## src/design/erg_pkg.sv

```systemverilog
`timescale 1ns / 1ps
// ----------------------------------------------------------------------------
// erg_pkg
// Shared constants, types and state codes of the Euclidean rhythm generator.
// ----------------------------------------------------------------------------
package erg_pkg;

  localparam int MAX_STEPS   = 64;
  localparam int MAX_LEVELS  = 16;
  localparam int STACK_DEPTH = MAX_LEVELS + 2;
  localparam int STEP_LIMIT  = (MAX_STEPS < 64) ? MAX_STEPS : 64;
  localparam int CNT_W       = 7;
  localparam int IDX_W       = 6;
  localparam int LVL_W       = $clog2(MAX_LEVELS);
  localparam int REM_W       = $clog2(MAX_LEVELS + 1);
  localparam int SP_W        = $clog2(STACK_DEPTH + 1);
  localparam int QUEUE_DEPTH = 2;
  localparam int QPTR_W      = 1;

  typedef enum logic [1:0] {
    JOB_BAD,
    JOB_ZERO,
    JOB_RUN
  } job_kind_t;

  typedef struct packed {
    job_kind_t          kind;
    logic [CNT_W-1:0]   step_count;
    logic [CNT_W-1:0]   pulse_count;
  } job_t;

  typedef enum logic [2:0] {
    B_IDLE,
    B_DIV,
    B_PUSH,
    B_EXP,
    B_ZERO,
    B_BAD
  } back_state_t;

  typedef struct packed {
    logic [LVL_W-1:0] lvl;
    logic [CNT_W-1:0] left;
    logic             tail;
  } frame_t;

endpackage

```

## src/design/erg_if.sv

```systemverilog
`timescale 1ns / 1ps
// ----------------------------------------------------------------------------
// erg_if
// Request and rhythm channels with valid/ready handshakes.
// ----------------------------------------------------------------------------
interface erg_req_if;
  logic       valid;
  logic       ready;
  logic [6:0] step_count;
  logic [6:0] pulse_count;
  modport source (output valid, step_count, pulse_count, input ready);
  modport sink (input valid, step_count, pulse_count, output ready);
endinterface

interface erg_beat_if;
  logic       valid;
  logic       ready;
  logic       beat;
  logic [5:0] step_index;
  logic       last_step;
  logic       bad_request;
  modport source (output valid, beat, step_index, last_step, bad_request, input ready);
  modport sink (input valid, beat, step_index, last_step, bad_request, output ready);
endinterface

```

## src/design/erg_front.sv

```systemverilog
`timescale 1ns / 1ps
// ----------------------------------------------------------------------------
// erg_front
// Accepts requests, classifies them and queues them for the back end.
// ----------------------------------------------------------------------------
module erg_front (
  input  logic          clk,
  input  logic          rst,
  erg_req_if.sink       req,
  output logic          job_valid,
  output erg_pkg::job_t job,
  input  logic          job_pop
);
  import erg_pkg::*;

  job_t              queue [QUEUE_DEPTH];
  logic [QPTR_W-1:0] wr_ptr;
  logic [QPTR_W-1:0] rd_ptr;
  logic [QPTR_W:0]   fill;
  job_t              incoming;
  logic              push;
  logic              pop;

  always_comb begin
    incoming.step_count  = req.step_count;
    incoming.pulse_count = req.pulse_count;
    if (req.step_count == '0 || req.step_count > CNT_W'(STEP_LIMIT) ||
        req.pulse_count > req.step_count) begin
      incoming.kind = JOB_BAD;
    end else if (req.pulse_count == '0) begin
      incoming.kind = JOB_ZERO;
    end else begin
      incoming.kind = JOB_RUN;
    end
  end

  assign req.ready = (fill != (QPTR_W+1)'(QUEUE_DEPTH));
  assign push      = req.valid && req.ready;
  assign pop       = job_pop && job_valid;
  assign job_valid = (fill != '0);
  assign job       = queue[rd_ptr];

  always_ff @(posedge clk) begin
    if (push) begin
      queue[wr_ptr] <= incoming;
    end
  end

  always_ff @(posedge clk) begin
    if (rst) begin
      wr_ptr <= '0;
      rd_ptr <= '0;
      fill   <= '0;
    end else begin
      if (push) begin
        wr_ptr <= wr_ptr + 1'b1;
      end
      if (pop) begin
        rd_ptr <= rd_ptr + 1'b1;
      end
      fill <= fill + (QPTR_W+1)'(push) - (QPTR_W+1)'(pop);
    end
  end

endmodule

```

## src/design/erg_back.sv

```systemverilog
`timescale 1ns / 1ps
// ----------------------------------------------------------------------------
// erg_back
// Runs the Euclidean division, expands the tables and emits one bit per item.
// ----------------------------------------------------------------------------
module erg_back (
  input  logic          clk,
  input  logic          rst,
  input  logic          job_valid,
  input  erg_pkg::job_t job,
  output logic          job_pop,
  erg_beat_if.source    rhythm
);
  import erg_pkg::*;

  back_state_t       state;
  back_state_t       state_next;
  logic [CNT_W-1:0]  count_table [MAX_LEVELS];
  logic [CNT_W-1:0]  remainder_table [MAX_LEVELS + 1];
  frame_t            stack [STACK_DEPTH];
  logic [SP_W-1:0]   sp;
  logic [CNT_W-1:0]  dvd;
  logic [CNT_W-1:0]  dvs;
  logic [CNT_W-1:0]  quo;
  logic [LVL_W-1:0]  level;
  logic [LVL_W-1:0]  top;
  logic [CNT_W-1:0]  steps;
  logic [IDX_W-1:0]  idx;
  logic              ov;
  logic              ob_beat;
  logic [IDX_W-1:0]  ob_index;
  logic              ob_last;
  logic              ob_bad;

  frame_t            f;
  logic [LVL_W-1:0]  lvl_inc;
  logic [LVL_W-1:0]  plvl;
  logic              slot_free;
  logic              emit;
  logic              emit_bit;
  logic              do_push;
  logic              do_pop;
  logic              do_dec;
  logic              do_tail;
  logic              stall;
  logic              is_last;
  logic              div_more;

  assign f         = stack[SP_W'(sp - 1'b1)];
  assign lvl_inc   = level + 1'b1;
  assign slot_free = !ov || rhythm.ready;
  assign is_last   = ({1'b0, idx} == steps - 1'b1);
  assign div_more  = (dvd > CNT_W'(1)) && (32'(lvl_inc) < MAX_LEVELS - 1);

  always_comb begin
    emit     = 1'b0;
    emit_bit = 1'b0;
    do_push  = 1'b0;
    do_pop   = 1'b0;
    do_dec   = 1'b0;
    do_tail  = 1'b0;
    plvl     = '0;
    case (state)
      B_EXP: begin
        if (sp != '0) begin
          if (f.left != '0) begin
            do_dec = 1'b1;
            if (f.lvl == '0) begin
              emit = 1'b1;
            end else begin
              do_push = 1'b1;
              plvl    = f.lvl - 1'b1;
            end
          end else if (f.tail) begin
            do_tail = 1'b1;
            if (remainder_table[REM_W'(f.lvl)] != '0) begin
              if (f.lvl == '0) begin
                emit     = 1'b1;
                emit_bit = 1'b1;
              end else if (f.lvl == LVL_W'(1)) begin
                emit = 1'b1;
              end else begin
                do_push = 1'b1;
                plvl    = f.lvl - LVL_W'(2);
              end
            end
          end else begin
            do_pop = 1'b1;
          end
        end
      end
      B_ZERO, B_BAD: begin
        emit = 1'b1;
      end
      default: begin
      end
    endcase
  end

  assign stall   = emit && !slot_free;
  assign job_pop = (state == B_IDLE) && job_valid;

  always_comb begin
    state_next = state;
    case (state)
      B_IDLE: begin
        if (job_valid) begin
          case (job.kind)
            JOB_BAD:  state_next = B_BAD;
            JOB_ZERO: state_next = B_ZERO;
            default:  state_next = B_DIV;
          endcase
        end
      end
      B_DIV: begin
        if (dvd < dvs && !div_more) begin
          state_next = B_PUSH;
        end
      end
      B_PUSH: state_next = B_EXP;
      B_EXP: begin
        if (sp == '0) begin
          state_next = B_IDLE;
        end
      end
      B_ZERO: begin
        if (!stall && is_last) begin
          state_next = B_IDLE;
        end
      end
      B_BAD: begin
        if (!stall) begin
          state_next = B_IDLE;
        end
      end
      default: state_next = B_IDLE;
    endcase
  end

  always_ff @(posedge clk) begin
    if (rst) begin
      state <= B_IDLE;
      sp    <= '0;
      ov    <= 1'b0;
      idx   <= '0;
    end else begin
      state <= state_next;
      if (emit && !stall) begin
        ov  <= 1'b1;
        idx <= idx + 1'b1;
      end else if (rhythm.ready) begin
        ov <= 1'b0;
      end
      if (state == B_IDLE) begin
        idx <= '0;
      end
      if (state == B_PUSH) begin
        sp <= SP_W'(1);
      end else if (state == B_EXP && !stall) begin
        if (do_pop) begin
          sp <= sp - 1'b1;
        end else if (do_push && 32'(sp) < STACK_DEPTH) begin
          sp <= sp + 1'b1;
        end
      end
    end
  end

  always_ff @(posedge clk) begin
    if (emit && !stall) begin
      ob_beat  <= emit_bit;
      ob_index <= (state == B_BAD) ? '0 : idx;
      ob_last  <= (state == B_BAD) ? 1'b1 : is_last;
      ob_bad   <= (state == B_BAD);
    end
    case (state)
      B_IDLE: begin
        steps              <= job.step_count;
        dvd                <= job.step_count - job.pulse_count;
        dvs                <= job.pulse_count;
        quo                <= '0;
        level              <= '0;
        remainder_table[0] <= job.pulse_count;
      end
      B_DIV: begin
        if (dvd >= dvs) begin
          dvd <= dvd - dvs;
          quo <= quo + 1'b1;
        end else begin
          count_table[level]                <= quo;
          remainder_table[REM_W'(lvl_inc)] <= dvd;
          if (div_more) begin
            level <= lvl_inc;
            dvs   <= dvd;
            dvd   <= dvs;
            quo   <= '0;
          end else begin
            count_table[lvl_inc] <= dvs;
            top                  <= lvl_inc;
          end
        end
      end
      B_PUSH: begin
        stack[0] <= '{lvl: top, left: count_table[top], tail: 1'b1};
      end
      B_EXP: begin
        if (sp != '0 && !stall) begin
          if (do_dec) begin
            stack[SP_W'(sp - 1'b1)].left <= f.left - 1'b1;
          end
          if (do_tail) begin
            stack[SP_W'(sp - 1'b1)].tail <= 1'b0;
          end
          if (do_push && 32'(sp) < STACK_DEPTH) begin
            stack[sp] <= '{lvl: plvl, left: count_table[plvl], tail: 1'b1};
          end
        end
      end
      default: begin
      end
    endcase
  end

  assign rhythm.valid       = ov;
  assign rhythm.beat        = ob_beat;
  assign rhythm.step_index  = ob_index;
  assign rhythm.last_step   = ob_last;
  assign rhythm.bad_request = ob_bad;

`ifndef SYNTHESIS
  a_sp_bound: assert property (@(posedge clk) disable iff (rst)
    32'(sp) <= STACK_DEPTH) else $error("stack pointer beyond depth");
  a_bad_last: assert property (@(posedge clk) disable iff (rst)
    ov && ob_bad |-> ob_last && ob_index == '0) else $error("bad result not single");
  a_idle_empty: assert property (@(posedge clk) disable iff (rst)
    state == B_IDLE |-> sp == '0) else $error("stack not empty when idle");
  a_pop_idle: assert property (@(posedge clk) disable iff (rst)
    job_pop |=> state != B_IDLE) else $error("job taken but back end idle");
`endif

endmodule

```

## src/design/euclidean_rhythm_generator.sv

```systemverilog
`timescale 1ns / 1ps
// ----------------------------------------------------------------------------
// euclidean_rhythm_generator
// Euclidean rhythm generator: one request in, one item per step out (a single item for a rejected request).
// ----------------------------------------------------------------------------
// Channel   Dir   Payload
// req       in    step_count[6:0], pulse_count[6:0]
// rhythm    out   beat, step_index[5:0], last_step, bad_request
//
// A request passes the idle state, then the division by repeated subtraction
// (fewer than step_count subtractions in all) level by level, a step that
// seeds the stack, and the stack expansion that emits the steps. A rejected
// request gives one item, a zero pulse count one item per step. Two requests
// queue ahead of the engine. Reset is synchronous and clears the queue, the
// engine and the output valid flag. A stalled rhythm channel holds the engine.
module euclidean_rhythm_generator (
  input  logic       clk,
  input  logic       rst,
  erg_req_if.sink    req,
  erg_beat_if.source rhythm
);
  import erg_pkg::*;

  logic job_valid;
  job_t job;
  logic job_pop;

  erg_front u_front (
    .clk       (clk),
    .rst       (rst),
    .req       (req),
    .job_valid (job_valid),
    .job       (job),
    .job_pop   (job_pop)
  );

  erg_back u_back (
    .clk       (clk),
    .rst       (rst),
    .job_valid (job_valid),
    .job       (job),
    .job_pop   (job_pop),
    .rhythm    (rhythm)
  );

endmodule
```

## src/flat_wrapper.sv

```systemverilog
// flat-port wrapper written by rule: the top's interface ports become plain ports
module euclidean_rhythm_generator_flat import erg_pkg::*;
  (clk, rst, req_valid, req_step_count, req_pulse_count, req_ready, rhythm_valid, rhythm_beat, rhythm_step_index, rhythm_last_step, rhythm_bad_request, rhythm_ready);
  erg_req_if req_i ();
  erg_beat_if rhythm_i ();
  input  logic clk;
  input  logic rst;
  input wire logic [$bits(req_i.valid)-1:0] req_valid;
  input wire logic [$bits(req_i.step_count)-1:0] req_step_count;
  input wire logic [$bits(req_i.pulse_count)-1:0] req_pulse_count;
  output wire logic [$bits(req_i.ready)-1:0] req_ready;
  output wire logic [$bits(rhythm_i.valid)-1:0] rhythm_valid;
  output wire logic [$bits(rhythm_i.beat)-1:0] rhythm_beat;
  output wire logic [$bits(rhythm_i.step_index)-1:0] rhythm_step_index;
  output wire logic [$bits(rhythm_i.last_step)-1:0] rhythm_last_step;
  output wire logic [$bits(rhythm_i.bad_request)-1:0] rhythm_bad_request;
  input wire logic [$bits(rhythm_i.ready)-1:0] rhythm_ready;
  assign req_i.valid = req_valid;
  assign req_i.step_count = req_step_count;
  assign req_i.pulse_count = req_pulse_count;
  assign req_ready = req_i.ready;
  assign rhythm_valid = rhythm_i.valid;
  assign rhythm_beat = rhythm_i.beat;
  assign rhythm_step_index = rhythm_i.step_index;
  assign rhythm_last_step = rhythm_i.last_step;
  assign rhythm_bad_request = rhythm_i.bad_request;
  assign rhythm_i.ready = rhythm_ready;
  euclidean_rhythm_generator u_core (.clk(clk), .rst(rst), .req(req_i), .rhythm(rhythm_i));
endmodule
```

## config.mk

```make
export PLATFORM = sky130hd
export DESIGN_NAME = euclidean_rhythm_generator_flat
export DESIGN_NICKNAME = d
export VERILOG_FILES = /design/src/design/erg_pkg.sv /design/src/design/erg_if.sv /design/src/design/erg_front.sv /design/src/design/erg_back.sv /design/src/design/euclidean_rhythm_generator.sv /design/src/flat_wrapper.sv
export SDC_FILE = /design/constraint.sdc
export NUM_CORES = 1
export LEC_CHECK = 0
export BUFFER_PORTS_ARGS = -buffer_cell sky130_fd_sc_hd__buf_4
export CAP_MARGIN = 20
export CORE_ASPECT_RATIO = 1.25
export CORE_MARGIN = 3
export CORE_UTILIZATION = 60
export DETAILED_ROUTE_END_ITERATION = 8
export HOLD_SLACK_MARGIN = 0.08
export PLACE_DENSITY = 0.75
export SETUP_SLACK_MARGIN = 0.05
export SLEW_MARGIN = 30
export SYNTH_ARGS = -nofsm -noshare
export SYNTH_HDL_FRONTEND = slang
export SYNTH_SLANG_ARGS = --single-unit
```

## constraint.sdc

```tcl
create_clock -name clk -period 10.1 [get_ports clk]
set_input_delay 0.505 -clock clk [delete_from_list [all_inputs] [get_ports clk]]
set_output_delay 0.505 -clock clk [all_outputs]
set_load 0.005 [all_outputs]
```

Yosys cells after proc, flatten, opt, wreduce, memory -nomap -nowiden --
Memory sizes are Yosys's and may differ from the RTL's. A register that Yosys moved wholly into a read port is not among the register bits. Cells that the tools add are included.
Storage, ports and cells: word-level logic and storage cells 208, bits in writable memories 479, output and inout port bits 11, memories 4, bits of input ports 18, register bits 64
Cells by class: $lt $le $gt $ge 7, add/subtract/negate cells 15, multiplexer cells 96, eq/ne operators 17, reductions and logical operators 45, bitwise gates (word level) 6
Memories:
- u_core.u_back.stack | depth 18, width 12, rd ports 1, clocked after memory_dff 0, write ports 2, line erg_back.sv:20 | frame_t stack [STACK_DEPTH];
- u_core.u_back.remainder_table | depth 17, width 7, rd ports 1, clocked after memory_dff 0, write ports 1, line erg_back.sv:19 | logic [CNT_W-1:0] remainder_table [MAX_LEVELS + 1];
- u_core.u_back.count_table | depth 16, width 7, rd ports 2, clocked after memory_dff 1, write ports 2, line erg_back.sv:18 | logic [CNT_W-1:0] count_table [MAX_LEVELS];
- u_core.u_front.queue | depth 2, width 16, rd ports 1, clocked after memory_dff 1, write ports 1, line erg_front.sv:16 | job_t queue [QUEUE_DEPTH];
Operators with widths (number):
- 1-bit 2-to-1 mux | 58
- 7-bit 2-to-1 mux | 7
- 4-bit 2-to-1 mux | 11
- 7-bit case mux with 2 select lines | 3
- 5-bit 2-to-1 mux | 4
- 3-bit 2-to-1 mux | 6
- 3-bit case mux with 6 select lines | 1
- 2-bit inequality test, second input constant | 8
- 7-bit zero test | 2
- 7-bit nonzero test | 2
- 7-bit by 1-bit subtractor with 7-bit output, second input constant | 2
- 7-bit subtractor | 2
- 12-bit 2-to-1 mux | 1
- 12-bit OR reduction | 1
- 1-bit logical AND | 11
- 2-bit nonzero test | 5
- 4-bit case mux with 2 select lines | 1
- 7-bit by 1-bit adder with 7-bit output, second input constant | 1
- 6-bit by 7-bit == test with 1-bit output | 1
- 7-bit >= comparator | 1
- 7-bit by 1-bit greater-than comparator with 1-bit output, second input constant | 1
- 7-bit greater-than comparator | 1
- 7-bit greater-than comparator, second input constant | 1
- 7-bit less-than comparator | 1
- 35 further kinds | 54

Depth between registers and ports, before layout --
Gate-level depths: netlist (run 1). An unclocked memory read counts as a cell.
depth after elaboration 18, mapped depth 28

By module --
From an unflattened synthesis (run 1), not the netlist that was laid out.
Second synthesis, totals: cells, all modules 2424, area, all modules 28198.3 um2
Modules (own cells, without submodules):
- erg_back | instances 1, cells an instance 2319, area an instance 26598.0 um2
- erg_front | instances 1, cells an instance 105, area an instance 1600.3 um2

Worst setup path before layout (run 1) --
OpenSTA, ideal clock, no wires.
path type register to register, start register u_core.u_back.sp[0], end memory u_core.u_back.stack[10][1] in the netlist's numbering, data pin, data required time 9820 ps, cell stages (with the launch flop) 28, buffers on the path 11, clock period less this slack 6199 ps, setup slack 3901 ps, setup time 280 ps, arrival time 5919 ps, cell sequence dfxtp_1 -> buf_4 -> buf_2 -> inv_2 -> ha_1 -> buf_4 -> buf_6 -> buf_6 -> buf_2 -> buf_2 -> clkbuf_1 -> mux4_2 -> mux4_2 -> a21oi_1 -> ha_1 -> o31ai_2 -> a2111oi_4 -> nand2_2 -> nor4_2 -> o21ai_2 -> nand2_2 -> buf_4 -> buf_4 -> mux2i_1 -> a22oi_1 -> a32oi_2 -> buf_6 -> mux2i_1
RTL lines:
- start: declaration | line erg_back.sv:21 | logic [SP_W-1:0] sp;
- start signal: assignment | line erg_back.sv:161 | sp <= sp - 1'b1;
- start signal: assignment | line erg_back.sv:163 | sp <= sp + 1'b1;
- end: declaration | line erg_back.sv:20

==> impl_metrics.ini, run 1 <==
[cts]
cts.reportedPaths.clkPinSlew_ns = 0.06
cts_tree = built
clock_latency_ns = 0.61
clock-root-buffer = clkbuf_16
clock-sinks = 541
ctsResizeCount = 0
clockBufferDepth = 3
htreeDepth = 2
cts_buffers = 52

[pwr]
peakVddDrop_mv = 0.213
power.leakage_nw = 9.82
power_density_nw_per_um2 = 227

[synthesis]
synthDistinctLibCells = 86
seq_area_frac_synth_pct = 58.6
syn_area_per_cell_um2 = 12.4
synth_ff_type = edfxtp_1
synth_nets = 2246
synth_edf_count = 499
ys_warn_count = 0
synthCells = 2185
synth-seq-cells = 541
async_reset_ff_share_pct = 0
mappedNetlistArea_um2 = 27000

[finish]
final_util_pct = 66.3
multi_input_area_um2 = 10400
nNetsFinal = 2235
fillers = 3196
drive_gt1_share_pct = 14.9
area_delta_synth_final_pct = 8.87
stdcell_count = 2785
antenna_cells = 0
ff_latch_area_um2 = 15800

[hold_path]
whs_path_depth = 1
min_path_type = in2reg
min_from = req_pulse_count[1]
holdPathEnd = u_core.u_front.queue[0][1]$_DFFE_PP_

[sta]
finalCritPeriodShare_pct = 74.4
fin_skew_ns = 0.0212
timing.fmax_mhz = 133
setup_tns_ns = 0
period_needed_ns = 7.51
slew_violations = 0
holdWs_ns = 0.109
setup_viol = 0
slew_headroom_pct = 24.8
hold_viol_final = 0
rsz0062_at_grt = false
worst_pin_slew_ns = 1.12
worst_slack_ns = 2.59

[flow_run]
maxCapViolCount = 0

[critical_path]
required_ns = 10.39
path_class = reg2reg
critPathLaunchType = flop
arrival_ns = 7.80
regToRegEndpoint = u_core.u_back.stack[10][2]$_DFFE_PP_
r2r_setup_slack_ns = 2.59
timing.rr.start = u_core.u_back.sp[0]$_SDFFE_PP0P_
cp-end-kind = flop
cp_top_family = simple AND/OR/NAND/NOR gates
worstRegToRegCells = 17
crit_top_cell = nor2_1
crit_path_max_fanout = 41
slowest_delay_ns = 0.83
crit_chain = inv_2 > ha_4 > buf_4 > mux4_2 > nor2_1 > nor2_1 > o221ai_1 > ha_1 > nor2_1 > nor2_1 > nor3_2 > o211ai_1 > nand2_1 > nor2_1 > a22oi_1 > a32oi_2 > mux2i_1
critical_path_buf_inv_count = 2
crit_path_top_delay_cell = a32oi_2

[floorplan]
rows = 86
start_util_pct = 60.9
die_x_um = 196
num_io_pins = 29
die_h_um = 243
core_region_area_um2 = 44300
die-area_um2 = 47600

[run_status]
status = finished, final reports clean

[route]
ant_nets = 0
dr.pass1.iters = 8
routed_wl_um = 77200
wl_per_cell_um = 27.7
drt_iter0_drc = 2051
drc = 0
vias_per_cell = 6.70
vias = 18660

[grt]
grt.total_usage_pct = 32.3
grt_max_degree = 44
gr-total-overflow = 0
grt_pass1_wl_um = 115000
grt_pass1_vias = 18527
grt_antenna_before_repair = 0

[place]
port_buffers = 28
gp_congestion = 0.965
dpl.hpwl_um = 54700
place_ws_ns = 2.49
dp.cells = 2690
[kinds of logic (layout without fill, tap and decap cells)]
family          after synthesis  in the layout  share of synthesized area [%]
mux                         251            251                           13.1
buf+inv                     213            241                           3.46
flops                       541            541                           58.6
compound gates              480            480                           11.0
xor+xnor                     46             46                           1.49
fa+ha+maj                    43             43                           2.05
simple gates                611            611                           10.3
[cell type report]
type / count / area share [%]
Inverter: 69 / 0.889
Tap cell: 572 / 2.43
Clock buffer: 66 / 4.67
Clock inverter: 27 / 0.774
Sequential cell: 541 / 53.8
Timing Repair Buffer: 79 / 2.02
Multi-Input combinational cell: 1431 / 35.4
[how the worst max path moves through the flow]
stage	from	to	slack (ns)	cells past startpoint
3_5_place_dp	u_core.u_back.sp[0]$_SDFFE_PP0P_	u_core.u_back.stack[10][2]$_DFFE_PP_	2.49	17
4_1_cts	u_core.u_back.sp[0]$_SDFFE_PP0P_	u_core.u_back.stack[10][2]$_DFFE_PP_	2.47	17
2_1_floorplan	u_core.u_back.sp[0]$_SDFFE_PP0P_	u_core.u_back.stack[10][1]$_DFFE_PP_	3.90	27
5_1_grt	u_core.u_back.sp[0]$_SDFFE_PP0P_	u_core.u_back.stack[17][5]$_DFFE_PP_	2.18	17
6_report	u_core.u_back.sp[0]$_SDFFE_PP0P_	u_core.u_back.stack[10][2]$_DFFE_PP_	2.59	17
3_3_place_gp	u_core.u_back.sp[0]$_SDFFE_PP0P_	u_core.u_back.stack[11][3]$_DFFE_PP_	2.61	16
[metal layers]
metal  vias to the layer above  share of wire (%)  track usage (%)
met5                         -                  0                0
met4                         0                9.3             24.0
met3                       333                8.3             5.66
met2                      1090                 49             53.7
met1                      9034                 34             37.4
li1                       8203                  -                -
[flip-flops by register name, indices dropped and copies added (netlist names), named ones only]
signal and flops:
u_core.u_back.count_table 112, u_core.u_back.dvd 7, u_core.u_back.dvs 7, u_core.u_back.idx 6, u_core.u_back.level 4, u_core.u_back.quo 7, u_core.u_back.remainder_table 112, u_core.u_back.rhythm.bad_request 1
u_core.u_back.rhythm.beat 1, u_core.u_back.rhythm.last_step 1, u_core.u_back.rhythm.step_index 6, u_core.u_back.rhythm.valid 1, u_core.u_back.sp 5, u_core.u_back.stack 216, u_core.u_back.state 3, u_core.u_back.steps 7
u_core.u_back.top 4, u_core.u_front.fill 2, u_core.u_front.queue 32, u_core.u_front.rd_ptr 1, u_core.u_front.wr_ptr 1
[what timing repair did]
| action | CTS | global route |
|---|---|---|
| hold endpoints to repair | 2 | 0 |
| hold buffers | 1 | 0 |
| buffers inserted | 0 | 0 |
[per-stage QoR]
step / power [mW] / area [um^2]
2_1_floorplan: 4.18 / 27000
3_3_place_gp: 4.74 / 27700
3_5_place_dp: 4.80 / 27700
4_1_cts: 6.64 / 29300
5_1_grt: 6.94 / 29400
6_report: 6.67 / 29400
[where the power goes]
group	switching [mW]	leakage, nW	internal [mW]
registers	0.208	4.92	2.80
clock network	0.834	0.765	1.04
logic	1.15	4.14	0.637
[synthesized netlist by cell type, drive strengths merged (9+ instances only)]
library cell,count,share of area (%)
ha,41,1.9
mux2i,133,4.9
edfxtp,499,55
nor2b,17,0.39
o21ai,283,5.3
mux2,40,1.7
a21o,13,0.36
buf,60,1.3
a211oi,13,0.38
xnor2,29,0.94
clkinv,17,0.24
nand2b,17,0.39
a32oi,9,0.53
clkbuf,84,1.2
and3,14,0.32
inv,52,0.73
a21oi,60,1.1
nor3,28,0.56
nor4,20,0.49
dfxtp,42,3.1
or4,12,0.33
a2111oi,20,0.86
mux4,78,6.5
nor2,125,1.7
a31oi,17,0.47
nand2,269,3.8
xor2,17,0.55
a21boi,18,0.51
and2,15,0.35
nand3,66,1.2
[cells in the final DEF (no fill, tap or decap), drive strengths merged, types with 17 or more instances in the layout]
cell	netlist	routed
a2111oi	20	20
a21boi	18	18
a21oi	60	60
a31oi	17	17
buf	60	78
clkbuf	84	66
clkinv	17	35
dfxtp	42	42
edfxtp	499	499
ha	41	41
inv	52	53
mux2	40	40
mux2i	133	133
mux4	78	78
nand2	269	269
nand2b	17	17
nand3	66	66
nor2	125	125
nor2b	17	17
nor3	28	28
nor4	20	20
o21ai	283	283
xnor2	29	29
xor2	17	17
Power figures use the tool's default switching activity.
==> inputs of run 2 (changes only) <==
==> constraint.sdc (replaced) <==
create_clock -name clk -period 7 [get_ports clk]
set_input_delay 0.35 -clock clk [delete_from_list [all_inputs] [get_ports clk]]
set_output_delay 0.35 -clock clk [all_outputs]
set_load 0.005 [all_outputs]
==> impl_metrics.ini, run 2 (same netlist as run 1, synthesis figures left out) <==
[critical_path]
regToRegEndpoint = u_core.u_back.stack[13][7]$_DFFE_PP_
arrival_ns = 6.73
crit_start = u_core.u_back.sp[1]$_SDFFE_PP0P_
r2r_setup_slack_ns = 0.59
crit_path_max_fanout = 54
path_class = reg2reg
worstRegToRegCells = 16
cp-end-kind = flop
crit_end = u_core.u_back.stack[13][7]$_DFFE_PP_
critPathLaunchType = flop
timing.rr.start = u_core.u_back.sp[1]$_SDFFE_PP0P_
required_ns = 7.33

[sta]
hold_viol_final = 0
timing.fmax_mhz = 156
finalCritPeriodShare_pct = 91.5
setup_tns_ns = 0
period_needed_ns = 6.41
holdWs_ns = 0.116
slew_violations = 0
setup_viol = 0
rsz0062_at_grt = false
fin_skew_ns = 0.0211
slew_headroom_pct = 32.6
worst_pin_slew_ns = 1.01

[flow_run]
maxCapViolCount = 0

[grt]
grt_antenna_before_repair = 2
grt_pass1_wl_um = 118000
grt_max_degree = 55
grt.total_usage_pct = 33.7
gr-total-overflow = 0
grt_pass1_vias = 18610

[floorplan]
core_region_area_um2 = 44300
die_x_um = 196
die-area_um2 = 47600
die_h_um = 243
num_io_pins = 29
start_util_pct = 60.9
rows = 86

[finish]
mostFrequentLayoutCells = 499 x edfxtp_1, 267 x nand2_1, 231 x o21ai_0
reg_top3 = u_core.u_back.stack (216), u_core.u_back.count_table (112), u_core.u_back.remainder_table (112)
final_common_cell = edfxtp_1
area_delta_synth_final_pct = 10.6
fillers = 3221
largest_register_ffs = 216
final_cell_area_um2 = 29900
top_register = u_core.u_back.stack
drive_gt1_share_pct = 16.1
nNetsFinal = 2275

[route]
drt_iter0_drc = 1940
vias = 18826
routed_wl_um = 80800
ant_nets = 0
wl_per_cell_um = 28.5
vias_per_cell = 6.65
dr.pass1.iters = 7
drc = 0

[place]
place_area_um2 = 27900
dpl.hpwl_um = 57100
port_buffers = 28
gp_congestion = 1.06

[cts]
cts_hold_buf = 14
cts.reportedPaths.clkPinSlew_ns = 0.07
cts_tree = built
clockBufferDepth = 3
clock_latency_ns = 0.62
post_cts_buffers = 0
clock-root-buffer = clkbuf_16
cts_buffers = 52
clock-sinks = 541
ctsResizeCount = 0
htreeDepth = 2

[pwr]
power_density_nw_per_um2 = 335
total_power_mw = 9.99
power.leakage_nw = 10.1
peakVddDrop_mv = 0.468

[hold_path]
min_path_type = in2reg

[run_status]
status = finished, final reports clean
## run 2: cell types whose count changed in the layout (fill, tap and decap cells not counted), moves of 8 or more
| cell | before | now |
|---|---|---|
| buf_4 | 78 | 103 |
| o21ai_2 | 9 | 1 |
| o21ai_1 | 34 | 51 |
| clkinv_2 | 5 | 13 |
| clkinv_1 | 28 | 20 |
| o21ai_0 | 240 | 231 |
| dlygate4sd3_1 | 1 | 14 |
## run 2: worst min path at each step
| stage | cells after the start | slack, ns | startpoint | end |
|---|---|---|---|---|
| final | 2 | 0.12 | rst | u_core.u_back.sp[0]$_SDFFE_PP0P_ |
| after detailed placement | 2 | 0.43 | u_core.u_back.stack[4][0]$_SDFFE_PP1P_ | u_core.u_back.stack[4][0]$_SDFFE_PP1P_ |
| after global routing | 2 | 0.12 | rst | u_core.u_back.sp[0]$_SDFFE_PP0P_ |
| after floorplan | 2 | 0.42 | u_core.u_back.stack[12][0]$_SDFFE_PP1P_ | u_core.u_back.stack[12][0]$_SDFFE_PP1P_ |
| after CTS | 2 | 0.09 | rst | u_core.u_back.sp[0]$_SDFFE_PP0P_ |
| after global placement | 2 | 0.43 | u_core.u_back.stack[12][0]$_SDFFE_PP1P_ | u_core.u_back.stack[12][0]$_SDFFE_PP1P_ |
## run 2: metal layers
metal	global-route usage [%]	up-vias	share of wire, %
met5	0	-	0.014
met2	59.1	980	51
met4	21.6	2	8.0
met3	4.50	295	6.6
li1	-	8290	-
met1	38.7	9259	34
## run 2: where the power goes
part,internal [mW],leakage [nW],total (mW),switching [mW]
Clock,1.70,0.878,2.95,1.25
Sequential,4.04,4.92,4.34,0.295
Combinational,0.951,4.30,2.70,1.75
Total,6.69,10.1,9.99,3.30
## run 2: final cells by class
type	count	area (um^2)	share of cell area, %
sequential	541	15800	53.0
timing repair buffer	119	953	3.19
tap	572	716	2.40
clock buffer	62	1360	4.55
inverter	69	262	0.875
antenna	2	5.00	0.0168
multi-input combinational	1431	10300	34.5
clock inverter	35	430	1.44
## run 2: stage by stage
stage          std cells  util (%)  setup WS [ns]
2_1_floorplan       2185         -          0.801
3_3_place_gp        2718      63.0          0.725
3_5_place_dp        2718      63.0          0.616
4_1_cts             2829      67.3          0.575
5_1_grt             2829      67.4          0.236
6_report            2831      67.4          0.592
## run 2: critical path, stage by stage (launching register included)
cell      delay, ns
dfxtp_1        0.43
inv_1          0.17
ha_4           0.84
buf_4          0.31
mux2i_1        0.52
mux4_2         0.34
o21ai_0        0.15
o221ai_1       0.30
mux2_2         0.42
a22oi_1        0.34
nand3_1        0.23
nor4b_2        0.21
buf_4          0.21
and2_1         0.32
nand2_1        0.48
clkinv_1       0.55
mux2i_1        0.23
